==> config.mk <==
export PLATFORM = sky130hd
export DESIGN_NAME = status_led_breathing_color_unit
export DESIGN_NICKNAME = d
export VERILOG_FILES = /design/src/sv/slbc_pkg.sv /design/src/sv/slbc_div.sv /design/src/sv/slbc_mul.sv /design/src/sv/status_led_breathing_color_unit.sv
export VERILOG_INCLUDE_DIRS = /design/src /design/src/sv
export SDC_FILE = /design/constraint.sdc
export NUM_CORES = 1
export LEC_CHECK = 0
export ABC_CLOCK_PERIOD_IN_PS = 15280
export BUFFER_PORTS_ARGS = -buffer_cell sky130_fd_sc_hd__buf_4
export CAP_MARGIN = 20
export CORE_MARGIN = 1
export CORE_UTILIZATION = 55
export CTS_CLUSTER_DIAMETER = 30
export DETAILED_ROUTE_END_ITERATION = 10
export PLACE_DENSITY = 0.74
export SKIP_LAST_GASP = 1
export SYNTH_ARGS = -nofsm -noshare
export SYNTH_HDL_FRONTEND = slang
export SYNTH_HIERARCHICAL = 1
export SYNTH_SLANG_ARGS = --single-unit
export TNS_END_PERCENT = 20
==> constraint.sdc <==
create_clock -name clk_i -period 15.28 [get_ports clk_i]
set_clock_uncertainty 0.05 [all_clocks]
set_input_delay 3.056 -clock clk_i [delete_from_list [all_inputs] [get_ports clk_i]]
set_output_delay 3.056 -clock clk_i [all_outputs]
set_load 0.02 [all_outputs]
==> src/sv/status_led_breathing_color_unit_assert.svh <==
// Assertion macros for the status LED color unit
`ifndef STATUS_LED_BREATHING_COLOR_UNIT_ASSERT_SVH
`define STATUS_LED_BREATHING_COLOR_UNIT_ASSERT_SVH

// checked on every clock outside reset
`define SLBC_ASSERT(lbl, prop, msg) \
  lbl: assert property (@(posedge clk_i) disable iff (!rst_ni) (prop)) else $error(msg);

// checked on every clock, reset included
`define SLBC_ASSERT_ANY(lbl, prop, msg) \
  lbl: assert property (@(posedge clk_i) (prop)) else $error(msg);

`endif

==> src/sv/slbc_pkg.sv <==
package slbc_pkg;

  localparam int unsigned NOW_W     = 32;
  localparam int unsigned CFG_W     = 16;
  localparam int unsigned CFG_IDX_W = 2;
  localparam int unsigned COLOR_W   = 8;
  localparam int unsigned PHASE_W   = 8;

  localparam int unsigned PERIOD_MS   = 20;
  localparam int unsigned PHASE_STEPS = 150;
  localparam int unsigned HALF_STEPS  = PHASE_STEPS / 2;
  localparam int unsigned HALF_ROUND  = HALF_STEPS / 2;
  localparam int unsigned LEVEL_MIN   = 1;
  localparam int unsigned LEVEL_MAX   = 45;
  localparam int unsigned Q15_ONE     = 32768;
  localparam int unsigned Q15_HALF    = 16384;
  localparam int unsigned EASE_K      = 98304;
  localparam int unsigned MS_PER_SEC  = 1000;
  localparam int unsigned RED_MS      = 140;
  localparam int unsigned YEL_MS      = 120;
  localparam int unsigned FLASH_RED   = 48;
  localparam int unsigned FLASH_YEL_G = 32;

  // divider / multiplier sizing
  localparam int unsigned HALF_W  = $clog2(HALF_STEPS + 1);
  localparam int unsigned XDIV_W  = HALF_W + 15;
  localparam int unsigned XDVS_W  = $clog2(HALF_STEPS + 1);
  localparam int unsigned CYC_W   = CFG_W + 1;
  localparam int unsigned MSDVS_W = $clog2(MS_PER_SEC + 1);
  localparam int unsigned Q_W     = 17;
  localparam int unsigned PROD_W  = 2 * Q_W;

  localparam logic [CFG_W-1:0] MAG_BASE_RST  = 16'd1500;
  localparam logic [CFG_W-1:0] MAG_GREEN_RST = 16'd500;

  localparam logic [CFG_IDX_W-1:0] CFG_MAG_BASE  = 2'd0;
  localparam logic [CFG_IDX_W-1:0] CFG_MAG_GREEN = 2'd1;

  typedef struct packed {
    logic [NOW_W-1:0] now_time;
    logic             nine_axis;
    logic             cal_failed;
    logic             mag_reject;
    logic             reboot_pending;
    logic             log_error;
  } in_t;

  typedef struct packed {
    logic [COLOR_W-1:0] red;
    logic [COLOR_W-1:0] green;
    logic [COLOR_W-1:0] blue;
  } out_t;

endpackage

==> src/sv/slbc_div.sv <==
`include "status_led_breathing_color_unit_assert.svh"

module slbc_div import slbc_pkg::*; #(
  parameter int unsigned DW = 32,
  parameter int unsigned VW = 17
) (
  input  logic          clk_i,
  input  logic          rst_ni,
  input  logic          start_i,
  input  logic [DW-1:0] dividend_i,
  input  logic [VW-1:0] divisor_i,
  output logic          busy_o,
  output logic [DW-1:0] quot_o,
  output logic [VW-1:0] rem_o
);

  localparam int unsigned CW = $clog2(DW + 1);

  logic          busy_q, busy_d;
  logic [CW-1:0] cnt_q, cnt_d;
  logic [DW-1:0] quo_q, quo_d;
  logic [VW-1:0] rem_q, rem_d;
  logic [VW-1:0] divisor_q, divisor_d;
  logic [VW:0]   trial;
  logic [VW:0]   diff;
  logic          ge;

  // restoring division, one quotient bit per cycle
  assign trial = {rem_q, quo_q[DW-1]};
  assign ge    = trial >= {1'b0, divisor_q};
  assign diff  = trial - {1'b0, divisor_q};

  always_comb begin
    busy_d    = busy_q;
    cnt_d     = cnt_q;
    quo_d     = quo_q;
    rem_d     = rem_q;
    divisor_d = divisor_q;
    if (start_i) begin
      busy_d    = 1'b1;
      cnt_d     = CW'(DW);
      quo_d     = dividend_i;
      rem_d     = '0;
      divisor_d = divisor_i;
    end else if (busy_q) begin
      quo_d = {quo_q[DW-2:0], ge};
      rem_d = ge ? diff[VW-1:0] : trial[VW-1:0];
      cnt_d = cnt_q - CW'(1);
      if (cnt_q == CW'(1)) begin
        busy_d = 1'b0;
      end
    end
  end

  always_ff @(posedge clk_i or negedge rst_ni) begin
    if (!rst_ni) begin
      busy_q <= 1'b0;
      cnt_q  <= '0;
    end else begin
      busy_q <= busy_d;
      cnt_q  <= cnt_d;
    end
  end

  always_ff @(posedge clk_i) begin
    quo_q     <= quo_d;
    rem_q     <= rem_d;
    divisor_q <= divisor_d;
  end

  assign busy_o = busy_q;
  assign quot_o = quo_q;
  assign rem_o  = rem_q;

  `SLBC_ASSERT(a_busy_cnt, busy_q |-> cnt_q != '0, "divider busy with zero count")
  `SLBC_ASSERT(a_rem_range, $fell(busy_q) && divisor_q != '0 |-> rem_q < divisor_q,
               "remainder not below divisor")
  `SLBC_ASSERT(a_hold, !busy_q && !start_i |=> $stable(rem_q) && $stable(quo_q),
               "idle divider result changed")

endmodule

==> src/sv/slbc_mul.sv <==
module slbc_mul import slbc_pkg::*; #(
  parameter int unsigned AW = 17,
  parameter int unsigned BW = 17
) (
  input  logic             clk_i,
  input  logic             rst_ni,
  input  logic             start_i,
  input  logic [AW-1:0]    a_i,
  input  logic [BW-1:0]    b_i,
  output logic             busy_o,
  output logic [AW+BW-1:0] prod_o
);

  localparam int unsigned CW = $clog2(BW + 1);

  logic          busy_q, busy_d;
  logic [CW-1:0] cnt_q, cnt_d;
  logic [AW-1:0] a_q, a_d;
  logic [AW-1:0] hi_q, hi_d;
  logic [BW-1:0] lo_q, lo_d;
  logic [AW:0]   sum;

  // shift-add, one multiplier bit per cycle
  assign sum = {1'b0, hi_q} + (lo_q[0] ? {1'b0, a_q} : '0);

  always_comb begin
    busy_d = busy_q;
    cnt_d  = cnt_q;
    a_d    = a_q;
    hi_d   = hi_q;
    lo_d   = lo_q;
    if (start_i) begin
      busy_d = 1'b1;
      cnt_d  = CW'(BW);
      a_d    = a_i;
      hi_d   = '0;
      lo_d   = b_i;
    end else if (busy_q) begin
      hi_d  = sum[AW:1];
      lo_d  = {sum[0], lo_q[BW-1:1]};
      cnt_d = cnt_q - CW'(1);
      if (cnt_q == CW'(1)) begin
        busy_d = 1'b0;
      end
    end
  end

  always_ff @(posedge clk_i or negedge rst_ni) begin
    if (!rst_ni) begin
      busy_q <= 1'b0;
      cnt_q  <= '0;
    end else begin
      busy_q <= busy_d;
      cnt_q  <= cnt_d;
    end
  end

  always_ff @(posedge clk_i) begin
    a_q  <= a_d;
    hi_q <= hi_d;
    lo_q <= lo_d;
  end

  assign busy_o = busy_q;
  assign prod_o = {hi_q, lo_q};

endmodule

==> src/sv/status_led_breathing_color_unit.sv <==
// Status LED color unit. Takes one status request at a time; a request that
// arrives less than PERIOD_MS ms after the current slot is absorbed with no
// output. Otherwise it yields one RGB color: three bit-serial dividers run
// side by side (time mod 1000, time mod reject cycle, smoothstep abscissa),
// then two passes go through one shared bit-serial multiplier. The color sits
// in an output register, so the result may wait for the consumer while the
// next request is already being accepted. mag_base_time / mag_green_time are
// to be written through the cfg port only while the unit is idle; the unit
// itself does not enforce this. No reset sweep is needed.
`include "status_led_breathing_color_unit_assert.svh"

module status_led_breathing_color_unit import slbc_pkg::*; (
  input  logic                 clk_i,
  input  logic                 rst_ni,
  input  logic                 in_valid_i,
  output logic                 in_ready_o,
  input  in_t                  in_i,
  output logic                 out_valid_o,
  input  logic                 out_ready_i,
  output out_t                 out_o,
  input  logic                 cfg_we_i,
  input  logic [CFG_IDX_W-1:0] cfg_idx_i,
  input  logic [CFG_W-1:0]     cfg_data_i
);

  typedef enum logic [2:0] {
    S_IDLE,
    S_DIV,
    S_MUL1,
    S_MUL2,
    S_EMIT
  } state_e;

  state_e             state_q;
  logic [NOW_W-1:0]   slot_q;
  logic [PHASE_W-1:0] phase_q;
  logic [CFG_W-1:0]   base_q, green_q;
  in_t                req_q;
  logic               out_valid_q;
  out_t               out_q;

  logic               accept;
  logic               emit;
  logic [NOW_W-1:0]   gap;
  logic               gap_ok, resync;
  logic [PHASE_W-1:0] ph_clamp, half, phase_nxt;
  logic [XDIV_W-1:0]  x_dividend;
  logic [CYC_W-1:0]   cycle_w;

  logic               dc_busy, dm_busy, dx_busy;
  logic [NOW_W-1:0]   dc_quot, dm_quot;
  logic [CYC_W-1:0]   dc_rem;
  logic [MSDVS_W-1:0] dm_rem;
  logic [XDIV_W-1:0]  dx_quot;
  logic [XDVS_W-1:0]  dx_rem;
  logic               div_start;

  logic               mul_start, mul_busy;
  logic [Q_W-1:0]     mul_a, mul_b;
  logic [PROD_W-1:0]  prod;
  logic [Q_W-1:0]     x_val, x2, eased;

  logic [23:0]        lvl_sum;
  logic [COLOR_W-1:0] level;
  logic [CYC_W-1:0]   pos;
  logic               alt;
  out_t               color;

  assign accept    = in_valid_i && in_ready_o;
  assign emit      = (state_q == S_EMIT) && (!out_valid_q || out_ready_i);
  assign gap       = in_i.now_time - slot_q;
  assign gap_ok    = gap >= NOW_W'(PERIOD_MS);
  assign resync    = gap >= NOW_W'(3 * PERIOD_MS);
  assign div_start = accept && gap_ok;

  assign ph_clamp   = (phase_q >= PHASE_W'(PHASE_STEPS)) ? PHASE_W'(PHASE_STEPS - 1) : phase_q;
  assign half       = (ph_clamp <= PHASE_W'(HALF_STEPS)) ? ph_clamp
                                                         : PHASE_W'(PHASE_STEPS) - ph_clamp;
  assign x_dividend = {half[HALF_W-1:0], 15'd0} + XDIV_W'(HALF_ROUND);
  assign phase_nxt  = (ph_clamp == PHASE_W'(PHASE_STEPS - 1)) ? '0 : ph_clamp + PHASE_W'(1);
  assign cycle_w    = {1'b0, base_q} + {1'b0, green_q};

  slbc_div #(.DW(NOW_W), .VW(CYC_W)) u_div_cyc (
    .clk_i, .rst_ni,
    .start_i   (div_start),
    .dividend_i(in_i.now_time),
    .divisor_i (cycle_w),
    .busy_o    (dc_busy),
    .quot_o    (dc_quot),
    .rem_o     (dc_rem)
  );

  slbc_div #(.DW(NOW_W), .VW(MSDVS_W)) u_div_ms (
    .clk_i, .rst_ni,
    .start_i   (div_start),
    .dividend_i(in_i.now_time),
    .divisor_i (MSDVS_W'(MS_PER_SEC)),
    .busy_o    (dm_busy),
    .quot_o    (dm_quot),
    .rem_o     (dm_rem)
  );

  slbc_div #(.DW(XDIV_W), .VW(XDVS_W)) u_div_x (
    .clk_i, .rst_ni,
    .start_i   (div_start),
    .dividend_i(x_dividend),
    .divisor_i (XDVS_W'(HALF_STEPS)),
    .busy_o    (dx_busy),
    .quot_o    (dx_quot),
    .rem_o     (dx_rem)
  );

  assign x_val = dx_quot[Q_W-1:0];
  assign x2    = prod[Q_W+14:15];
  assign eased = prod[Q_W+14:15];

  assign mul_start = ((state_q == S_DIV) && !dc_busy && !dm_busy && !dx_busy) ||
                     ((state_q == S_MUL1) && !mul_busy);
  assign mul_a     = (state_q == S_DIV) ? x_val : x2;
  assign mul_b     = (state_q == S_DIV) ? x_val : Q_W'(EASE_K) - {x_val[Q_W-2:0], 1'b0};

  slbc_mul #(.AW(Q_W), .BW(Q_W)) u_mul (
    .clk_i, .rst_ni,
    .start_i(mul_start),
    .a_i    (mul_a),
    .b_i    (mul_b),
    .busy_o (mul_busy),
    .prod_o (prod)
  );

  always_comb begin
    lvl_sum = {7'd0, eased} * 24'(LEVEL_MAX - LEVEL_MIN) + 24'(Q15_HALF);
    level   = COLOR_W'(LEVEL_MIN) + lvl_sum[22:15];
    pos     = (cycle_w != '0) ? dc_rem : '0;
    alt     = req_q.mag_reject && req_q.nine_axis && (pos >= {1'b0, base_q});
    color.red   = '0;
    color.green = level;
    color.blue  = (req_q.nine_axis && !alt) ? level : '0;
    if (req_q.cal_failed && dm_rem < MSDVS_W'(RED_MS)) begin
      color.red   = COLOR_W'(FLASH_RED);
      color.green = '0;
      color.blue  = '0;
    end else if ((req_q.reboot_pending || req_q.log_error) && dm_rem < MSDVS_W'(YEL_MS)) begin
      color.red   = COLOR_W'(FLASH_RED);
      color.green = COLOR_W'(FLASH_YEL_G);
      color.blue  = '0;
    end
  end

  assign in_ready_o = (state_q == S_IDLE);

  always_ff @(posedge clk_i or negedge rst_ni) begin
    if (!rst_ni) begin
      state_q     <= S_IDLE;
      slot_q      <= '0;
      phase_q     <= '0;
      base_q      <= MAG_BASE_RST;
      green_q     <= MAG_GREEN_RST;
      out_valid_q <= 1'b0;
    end else begin
      if (cfg_we_i) begin
        case (cfg_idx_i)
          CFG_MAG_BASE:  base_q  <= cfg_data_i;
          CFG_MAG_GREEN: green_q <= cfg_data_i;
          default: ;
        endcase
      end
      if (emit) begin
        out_valid_q <= 1'b1;
      end else if (out_valid_q && out_ready_i) begin
        out_valid_q <= 1'b0;
      end
      case (state_q)
        S_IDLE: begin
          if (div_start) begin
            slot_q  <= resync ? in_i.now_time : slot_q + NOW_W'(PERIOD_MS);
            phase_q <= phase_nxt;
            state_q <= S_DIV;
          end
        end
        S_DIV: begin
          if (mul_start) begin
            state_q <= S_MUL1;
          end
        end
        S_MUL1: begin
          if (mul_start) begin
            state_q <= S_MUL2;
          end
        end
        S_MUL2: begin
          if (!mul_busy) begin
            state_q <= S_EMIT;
          end
        end
        S_EMIT: begin
          if (emit) begin
            state_q <= S_IDLE;
          end
        end
        default: state_q <= S_IDLE;
      endcase
    end
  end

  always_ff @(posedge clk_i) begin
    if (accept) begin
      req_q <= in_i;
    end
    if (emit) begin
      out_q <= color;
    end
  end

  assign out_valid_o = out_valid_q;
  assign out_o       = out_q;

  `SLBC_ASSERT(a_phase_range, phase_q < PHASE_W'(PHASE_STEPS), "breath phase out of range")
  `SLBC_ASSERT(a_idle_units, state_q == S_IDLE |-> !dc_busy && !dm_busy && !dx_busy && !mul_busy,
               "arithmetic unit busy while idle")
  `SLBC_ASSERT(a_slot_move, div_start |=> slot_q != $past(slot_q), "slot time did not advance")
  `SLBC_ASSERT(a_x_range, state_q == S_MUL1 |-> x_val <= Q_W'(Q15_ONE), "smoothstep input above one")

endmodule

=== Yosys cells after proc, flatten, opt, wreduce, memory -nomap -nowiden ===
Index checks and enable logic that the tools add are counted.

* Word-level logic and storage cells: 162
* Register bits: 319

* Reduce and logical (&&, ||, !) cells: 36
* Magnitude comparators: 10
* Multipliers: 1
* Mux-type cells: 49
* Bitwise gates (word level): 1
* Eq/ne operators: 15
* Add/subtract/negate cells: 17

{| class="wikitable"
|+ Operators by type and width
! operator !! count
|-
| $mux 32 || 5
|-
| $mux 17 || 7
|-
| $mux 22 || 3
|-
| $add 32x5->32 const B || 1
|-
| $ge 32x5->1 const B || 1
|-
| $ge 32x6->1 const B || 1
|-
| $sub 32x32->32 || 1
|-
| $mux 6 || 4
|-
| $mux 8 || 3
|-
| $add 23x15->23 const B || 1
|-
| $add 22x6->22 const B || 1
|-
| $mul 17x4->21 const B || 1
|-
| $mux 5 || 4
|-
| $add 17x18->18 || 1
|-
| $ge 18x17->1 || 1
|-
| $add 16x16->17 || 1
|-
| $ge 17x16->1 || 1
|-
| $reduce_bool 17->1 || 1
|-
| $sub 17x17->17 || 1
|-
| $sub 17x17->17 const A || 1
|-
| $mux 3 || 5
|-
| $pmux 3 s5 || 1
|-
| $mux 1 || 14
|-
| $mux 7 || 2
|-
| other kinds (34) || 67
|}

=== Depth between registers and ports, before layout ===
Gate-level depths: netlist of run 1.

* Depth after elaboration: 9
* Mapped depth: 25

=== Cells and area by module ===
Netlist of run 1, hierarchy kept.

{| class="wikitable"
|+ Modules (own cells, without submodules)
! module !! times used !! area each (sq um) !! cells each
|-
| status_led_breathing_color_unit || 1 || 10471.3 || 1300
|-
| slbc_div at u_div_cyc || 1 || 3907.5 || 339
|-
| slbc_mul || 1 || 3164.3 || 286
|-
| slbc_div at u_div_ms || 1 || 2949.1 || 230
|-
| slbc_div at u_div_x || 1 || 2270.9 || 186
|}

=== Least setup slack after synthesis of run 1 ===
Ideal clock, no wire load.

* Path type: input -> register
* Start point: input in_i[22] (netlist name)
* End point: register u_div_ms.quo_q[0], in the netlist u_div_ms/quot_o[0] (enable)
* Path slack: 6.942 ns
* Required time: 14.843 ns
* Stages on the path: 16
* Data arrival time: 7.902 ns
* Cells stage by stage: ha_1 clkbuf_1 nand2_1 or3_1 nor3_1 a21oi_1 a21oi_1 nor2_1 o21ai_0 mux2_2 a31o_2 inv_2 clkbuf_1 buf_1 nor2_1 inv_1

* Longest elaborated chain between the ends: 4

{| class="wikitable"
|+ Ends and longest elaborated chain
! item !! line !! text
|-
| start: declaration || status_led_breathing_color_unit.sv:17 || <nowiki>input in_t in_i,</nowiki>
|-
| $sub 32x32->32 || status_led_breathing_color_unit.sv:71 || <nowiki>assign gap = in_i.now_time - slot_q;</nowiki>
|-
| $ge 32x5->1 || status_led_breathing_color_unit.sv:72 || <nowiki>assign gap_ok = gap >= NOW_W'(PERIOD_MS);</nowiki>
|-
| $logic_and 1x1->1 || status_led_breathing_color_unit.sv:74 || <nowiki>assign div_start = accept && gap_ok;</nowiki>
|-
| via div_start || status_led_breathing_color_unit.sv:56 || <nowiki>logic div_start;</nowiki>
|-
| $reduce_bool 2->1 (no source line) || - ||
|-
| end signal: assignment || slbc_div.sv:66 || <nowiki>quo_q <= quo_d;</nowiki>
|-
| end: declaration || slbc_div.sv:21 || <nowiki>logic [DW-1:0] quo_q, quo_d;</nowiki>
|}

The timed path passes the listed nets, and every way through them passes these cells.
A chain may end at the register's enable or synchronous reset.

=== Worst setup path after layout of run 1 ===
* Start point: input in_i[21] (netlist name)
* End point: register u_div_cyc.quo_q[20], in the netlist u_div_cyc/quot_o[20], data pin

* Longest elaborated chain between the ends: 4

{| class="wikitable"
|+ Ends and longest elaborated chain
! item !! line !! text
|-
| $sub 32x32->32 || status_led_breathing_color_unit.sv:71 ||
|-
| $ge 32x5->1 || status_led_breathing_color_unit.sv:72 ||
|-
| $logic_and 1x1->1 || status_led_breathing_color_unit.sv:74 ||
|-
| $mux 32 || slbc_div.sv:39 || <nowiki>if (start_i) begin</nowiki>
|-
| via u_div_cyc.quo_d[20] || slbc_div.sv:21 ||
|-
| end signal: assignment || slbc_div.sv:66 ||
|-
| end: declaration || slbc_div.sv:21 ||
|}

The timed path passes the listed nets, and every way through them passes these cells.

==> impl_metrics.yaml, run 1 <==
run:
  cap_viol_max_count: 0
hold_path:
  hp-class: "reg -> reg"
  whs_endpoint: "u_mul/hi_q[15]$_SDFFE_PP0P_"
  hold_path_depth: 1
  worstHoldStart: "u_mul/hi_q[15]$_SDFFE_PP0P_"
cells_and_area:
  multi_input_area_mm2: 0.0127
  layoutNonFillerInstCount: 3048
  seqCellArea_mm2: 0.00887
  fillers: 3197
  syn_to_final_growth_pct: 16.1
  finalNetCount: 2692
  final_layout_size_suffix_gt1_share_pct: 17.0
  post-route-util_pct: 64.7
worst_setup_path:
  end_kind: "flop"
  path_delay_family: "buffers and inverters"
  critPathBufInv: 3
  worstSetupStartpointType: "input pin"
  critPathRequiredTime_ns: 15.57
  reg2reg_slack_ns: 8.65
  r2r-end: "out_o[6]$_SDFFCE_PP0P_"
  cp_slowest_cell: "buf_4"
  criticalPathCategory: "in -> reg"
  rr_startpoint: "base_q[0]$_DFFE_PN0P_"
  critPathMaxFanout: 167
  slowest_delay_ns: 0.84
  reg2reg_depth: 23
  worst-endpoint-arrival_ns: 7.85
  path_cells: "buf_4 > ha_1 > nand2_1 > or3_1 > nor3_1 > a21oi_1 > a21oi_1 > nor2_1 > o21ai_0 > mux2_2 > a31o_2 > inv_8 > buf_4 > mux2_2"
place:
  dpl.cell_count: 2899
  io_buffers: 79
  dpl.hpwl_mm: 36.2
  pre_cts_slack_ns: 7.15
  gp_congestion: 0.901
clocking:
  tritoncts: "built"
  clock_sinks: 329
  root_buffer: "clkbuf_16"
  cts-resized-gates: 0
  cts_buffers: 79
  cts_buffer_depth: 3
  htree_levels: 3
  cts_setup_buffers: 0
  clock_latency_ns: 0.61
  hold_buffers: 0
  clk_pin_slew_ns: 0.04
timing:
  max_freq_ghz: 0.132
  hold_violations: 0
  tightest_slew_ns: 0.979
  slew_viol_final: 0
  rsz0062_at_grt: "false"
  fin_tns_setup_ns: 0
  fin_crit_ns: 7.56
  fin_crit_sh_pct: 49.5
  maxSlewHeadroom_pct: 34.7
  setup-violations-final: 0
  final.setup.worst_slack_ns: 7.72
detailed_routing:
  via_per_inst: 5.88
  wirelength_mm: 51.6
  wl_per_cell_um: 16.9
  antenna_left: 0
  via_count: 17900
  drc: 0
  first_pass_iters: 5
  drtIter0Drc: 1213
synth:
  synth_ff_type: "edfxtp_1"
  syn_inst: 2341
  seq_area_frac_synth_pct: 39.0
  synth_edf_count: 176
  yosysTopAreaCell: "edfxtp_1"
  synth.distinct_cells: 106
  ys_top_cells_by_area: "edfxtp_1 23%, dfrtp_1 9.8%, ha_1 9.0%, mux2_2 6.3%, dfxtp_1 4.5%"
  syn-cell-area_mm2: 0.0228
  synth_top_cell_area_share_pct: 23.2
  yosys_warnings: 6
  synth-async-reset-ratio_pct: 31.0
  avgSynthCellArea_um2: 9.72
  synth_seq_cells: 329
power:
  vdd_ir_drop_max_mv: 0.139
  p_leak_nw: 11.4
  powerDensity_mw_per_mm2: 240
floorplan:
  boundaryPins: 86
  num_rows: 74
  start_util_pct: 55.7
  fp.dieW_um: 205
  dieArea_mm2: 0.0422
  coreArea_mm2: 0.0408
  die_h_um: 205
global_route:
  grt_pass1_wl_mm: 86.2
  gr-total-overflow: 0
  grt_max_degree: 168
  first_global_vias: 17900
  grt.total_usage_pct: 25.0
  antenna_found_initial: 1
outcome:
  status: "completed"
cells in the final DEF, fill, tap and decap left out, types with 44 or more instances in the layout:
cell,count
clkbuf_16,79
o21ai_0,146
nor3_1,44
edfxtp_1,176
mux2_2,128
nor2_1,165
mux2i_1,47
ha_1,164
dfrtp_1,89
a21oi_1,121
nand2_1,172
xnor2_1,63
inv_1,208
dfxtp_1,51
buf_4,90
cell families after synthesis:
family | after synthesis | synth area share (%)
muxes | 176 | 8.46
and+or+nand+nor | 660 | 14.6
adders and majority gates | 183 | 10.7
xor gates and xnor gates | 98 | 3.83
AOI/OAI and AO/OA | 584 | 17.6
other | 2 | 0.0330
buffers and inverters | 309 | 5.73
DFF | 329 | 39.0
worst max-delay path by stage:
stage                        start                              to  slack, ns  cells past startpoint
final                     in_i[21]  u_div_cyc/quot_o[20]$_DFFE_PP_       7.72                     14
after floorplan           in_i[22]    u_div_ms/quot_o[0]$_DFFE_PP_       6.94                     16
after detailed placement  in_i[21]   u_div_ms/quot_o[23]$_DFFE_PP_       7.15                     14
after CTS                 in_i[21]  u_div_cyc/quot_o[20]$_DFFE_PP_       7.75                     14
after global routing      in_i[21]   u_div_ms/quot_o[23]$_DFFE_PP_       7.33                     14
after global placement    in_i[21]  u_div_cyc/quot_o[21]$_DFFE_PP_       7.24                     14
per-stage QoR:
step	power [W]	instance area (um2)	hold slack, ns
floorplan	0.00400	22900	0.398
global placement	0.00456	23800	0.422
detailed placement	0.00466	23800	0.433
CTS	0.00636	26400	0.443
global route	0.00685	26400	0.473
finish	0.00635	26400	0.434
power breakdown:
group	leakage, nW	internal, W	switching [W]	total (W)
registers	3.30	0.00140	0.000253	0.00165
clock network	1.27	0.00109	0.000555	0.00165
logic	6.83	0.00129	0.00177	0.00306
final cells by class:
| cell class | count | share of cell area [%] |
|---|---|---|
| diodes | 1 | 0.00947 |
| clock buffers | 100 | 7.97 |
| clock inverters | 47 | 2.12 |
| inverters | 209 | 3.00 |
| multi-input cells | 1739 | 48.2 |
| flip-flops and latches | 329 | 33.6 |
| well taps | 532 | 2.52 |
| repair buffers | 91 | 2.58 |
registers in the layout (all words and copies together), names as in the netlist, 7 cells and up:
register and flops:
base_q 16, green_q 16, out_o 17, phase_q 8, slot_q 32, u_div_cyc/divisor_q 17
u_div_cyc/quot_o 32, u_div_cyc/rem_o 17, u_div_ms/divisor_q 10, u_div_ms/quot_o 32, u_div_ms/rem_o 10, u_div_x/divisor_q 7
u_div_x/quot_o 22, u_div_x/rem_o 7, u_mul/a_q 17, u_mul/hi_q 17, u_mul/lo_q 17
cell usage after synthesis, types with 31 or more instances:
cell type,n
a21oi_1,122
a22oi_1,31
clkbuf_1,58
dfrtp_1,89
dfxtp_1,51
edfxtp_1,176
ha_1,164
inv_1,208
mux2_2,128
mux2i_1,47
nand2_1,172
nand2b_1,36
nand3_1,31
nand4_1,31
nor2_1,165
nor3_1,45
o21a_1,33
o21ai_0,146
xnor2_1,63
xor2_1,34
routing by layer:
layer  part of all wire, %  vias to the layer above  GRT usage [%]  wire (um)
met5                     0                        -              0          0
met4                   2.7                        0           8.44       1380
met3                   4.3                      112           4.21       2200
met2                    48                      401           42.0      24600
met1                    45                     8667           32.5      23400
li1                      -                     8746              -          -
No activity file was read; power rests on OpenSTA's default activity.
==> run 2: changes to the inputs <==
--- a/config.mk
+++ b/config.mk
@@ -6,14 +6,15 @@
 export SDC_FILE = /design/constraint.sdc
 export NUM_CORES = 1
 export LEC_CHECK = 0
-export ABC_CLOCK_PERIOD_IN_PS = 15280
+export ABC_AREA = 1
+export ABC_CLOCK_PERIOD_IN_PS = 6300
 export BUFFER_PORTS_ARGS = -buffer_cell sky130_fd_sc_hd__buf_4
 export CAP_MARGIN = 20
 export CORE_MARGIN = 1
 export CORE_UTILIZATION = 55
 export CTS_CLUSTER_DIAMETER = 30
 export DETAILED_ROUTE_END_ITERATION = 10
-export PLACE_DENSITY = 0.74
+export PLACE_DENSITY = 0.77
 export SKIP_LAST_GASP = 1
 export SYNTH_ARGS = -nofsm -noshare
 export SYNTH_HDL_FRONTEND = slang
==> constraint.sdc (replaced) <==
create_clock -name clk_i -period 6.3 [get_ports clk_i]
set_clock_uncertainty 0.05 [all_clocks]
set_input_delay 1.26 -clock clk_i [delete_from_list [all_inputs] [get_ports clk_i]]
set_output_delay 1.26 -clock clk_i [all_outputs]
set_load 0.02 [all_outputs]
==> impl_metrics.yaml, run 2 <==
outcome:
  status: "completed"
detailed_routing:
  first_pass_iters: 6
  antenna_left: 0
  drc: 0
  via_per_inst: 5.12
  via_count: 22500
  drtIter0Drc: 1635
  wirelength_mm: 59.6
  wl_per_cell_um: 13.6
synth:
  syn_inst: 3594
  synth_ff_type: "edfxtp_1"
  synth.distinct_cells: 63
  syn-cell-area_mm2: 0.0249
  ys_top_cells_by_area: "edfxtp_1 21%, nand2_1 21%, inv_1 9.5%, dfrtp_1 8.9%, ha_1 8.2%"
  yosys-top-cells-count: "1386 x nand2_1, 632 x inv_1, 198 x nor2_1"
  avgSynthCellArea_um2: 6.93
  yosysMostFrequentCell: "nand2_1"
  yosys_warnings: 6
  synth_seq_cells: 329
  seq_area_frac_synth_pct: 35.6
  yosysTopAreaCell: "edfxtp_1"
  synth-async-reset-ratio_pct: 31.0
  synth_edf_count: 176
  synth_top_cell_area_share_pct: 21.2
timing:
  setup-violations-final: 0
  tightest_slew_ns: 1.02
  slew_viol_final: 0
  fin_crit_ns: 5.15
  max_freq_ghz: 0.194
  maxSlewHeadroom_pct: 31.7
  hold_violations: 0
  fin_crit_sh_pct: 81.7
  fin_tns_setup_ns: 0
  final.setup.worst_slack_ns: 1.15
  rsz0062_at_grt: "false"
worst_setup_path:
  end_kind: "flop"
  critPathRequiredTime_ns: 6.69
  reg2reg_depth: 29
  cp.depth: 29
  slowest_delay_ns: 0.44
  path_common_cell: "nand2_1"
  worstSetupStartpointType: "flop"
  cp_slowest_cell: "fa_1"
  critPathBufInv: 1
  criticalPathCategory: "reg -> reg"
  worst-endpoint-arrival_ns: 5.54
  path_delay_family: "simple AND/OR/NAND/NOR gates"
  critPathMaxFanout: 17
place:
  pre_cts_slack_ns: 0.931
  gp_congestion: 0.942
  dpl.hpwl_mm: 43.4
  io_buffers: 79
  dpl.cell_count: 4247
floorplan:
  coreArea_mm2: 0.0444
  start_util_pct: 56.1
  fp.dieW_um: 215
  num_rows: 77
  boundaryPins: 86
  dieArea_mm2: 0.0461
  die_h_um: 215
clocking:
  root_buffer: "clkbuf_16"
  tritoncts: "built"
  clock_sinks: 329
  htree_levels: 3
  hold_buffers: 0
  clk_pin_slew_ns: 0.04
  cts_buffer_depth: 3
  cts-resized-gates: 0
  cts_setup_buffers: 0
  cts_buffers: 77
  clock_latency_ns: 0.61
cells_and_area:
  finalNetCount: 3978
  final_common_cell: "nand2_1"
  seqCellArea_mm2: 0.00887
  syn_to_final_growth_pct: 15.7
  final_layout_size_suffix_gt1_share_pct: 10.1
  multi_input_area_mm2: 0.0132
  mostFrequentLayoutCells: "1386 x nand2_1, 632 x inv_1, 198 x nor2_1"
  num_antenna_cells: 0
  fillers: 3805
  post-route-util_pct: 64.9
  layoutNonFillerInstCount: 4391
hold_path:
  hold_path_depth: 2
  hp-class: "reg -> reg"
global_route:
  grt_max_degree: 103
  grt_util_met2_pct: 44.8
  globalRouteMet3Util_pct: 3.55
  first_global_vias: 21500
  grt.total_usage_pct: 26.3
  grt_busiest_layer: "met2"
  gr-usage-met1_pct: 34.5
  antenna_found_initial: 0
  gr-total-overflow: 0
  grt_pass1_wl_mm: 101
power:
  p_leak_nw: 15.6
  vdd_ir_drop_max_mv: 0.648
  powerDensity_mw_per_mm2: 629
  p_total_w: 0.0181
run:
  cap_viol_max_count: 0
[run 2: worst register-to-register path: cells and delay by family, from the launching register on]
family / cells / cell delay, ns
flip-flops: 1 / 0.41
AO/OA/AOI/OAI: 3 / 0.51
AND/OR/NAND/NOR: 22 / 2.92
buffers and inverters: 1 / 0.07
adder cells (fa/ha/maj): 3 / 1.03
[run 2: worst paths after layout]
kind / start / endpoint / slack (ns)
max reg2reg: base_q[0]$_DFFE_PN0P_ / out_o[7]$_SDFFCE_PP0P_ / 1.15
max: base_q[0]$_DFFE_PN0P_ / out_o[7]$_SDFFCE_PP0P_ / 1.15
max in group asynchronous: rst_ni / green_q[0]$_DFFE_PN0P_ / 4.30
min: u_div_x/rem_o[5]$_SDFFE_PP0P_ / u_div_x/rem_o[5]$_SDFFE_PP0P_ / 0.42
min in group asynchronous: rst_ni / state_q[2]$_DFFE_PN0P_ / 0.59
min reg2reg: u_div_x/rem_o[5]$_SDFFE_PP0P_ / u_div_x/rem_o[5]$_SDFFE_PP0P_ / 0.42
[run 2: per-stage QoR]
| step | hold WS (ns) | instance area (um2) |
|---|---|---|
| finish | 0.425 | 28800 |
| global route | 0.440 | 28800 |
| CTS | 0.428 | 28800 |
| detailed placement | 0.408 | 26100 |
| global placement | 0.396 | 26100 |
| floorplan | 0.383 | 25000 |
[run 2: cell families after synthesis]
logic type	synth area share (%)
compound gates	6.81
xor+xnor	2.39
fa+ha+maj	9.76
buf+inv	11.9
flops	35.6
other cells	0.0301
simple gates	33.5
[run 2: routing by layer]
metal | share of wire (%) | up-vias
li1 | - | 11500
met1 | 45 | 10200
met2 | 47 | 641
met3 | 5.9 | 106
met4 | 2.1 | 0
met5 | 0 | -
[run 2: cell type report]
type | instances | area share (%)
timing repair buffer | 94 | 2.52
multi-input combinational | 2568 | 45.9
clock buffer | 91 | 7.34
inverter | 665 | 8.68
clock inverter | 52 | 2.16
tap | 592 | 2.57
sequential | 329 | 30.8
[run 2: power by group]
part / switching (W) / total [W] / internal, W
Sequential: 0.000658 / 0.00416 / 0.00350
Combinational: 0.00650 / 0.00986 / 0.00336
Clock: 0.00133 / 0.00411 / 0.00278
Total: 0.00848 / 0.0181 / 0.00965
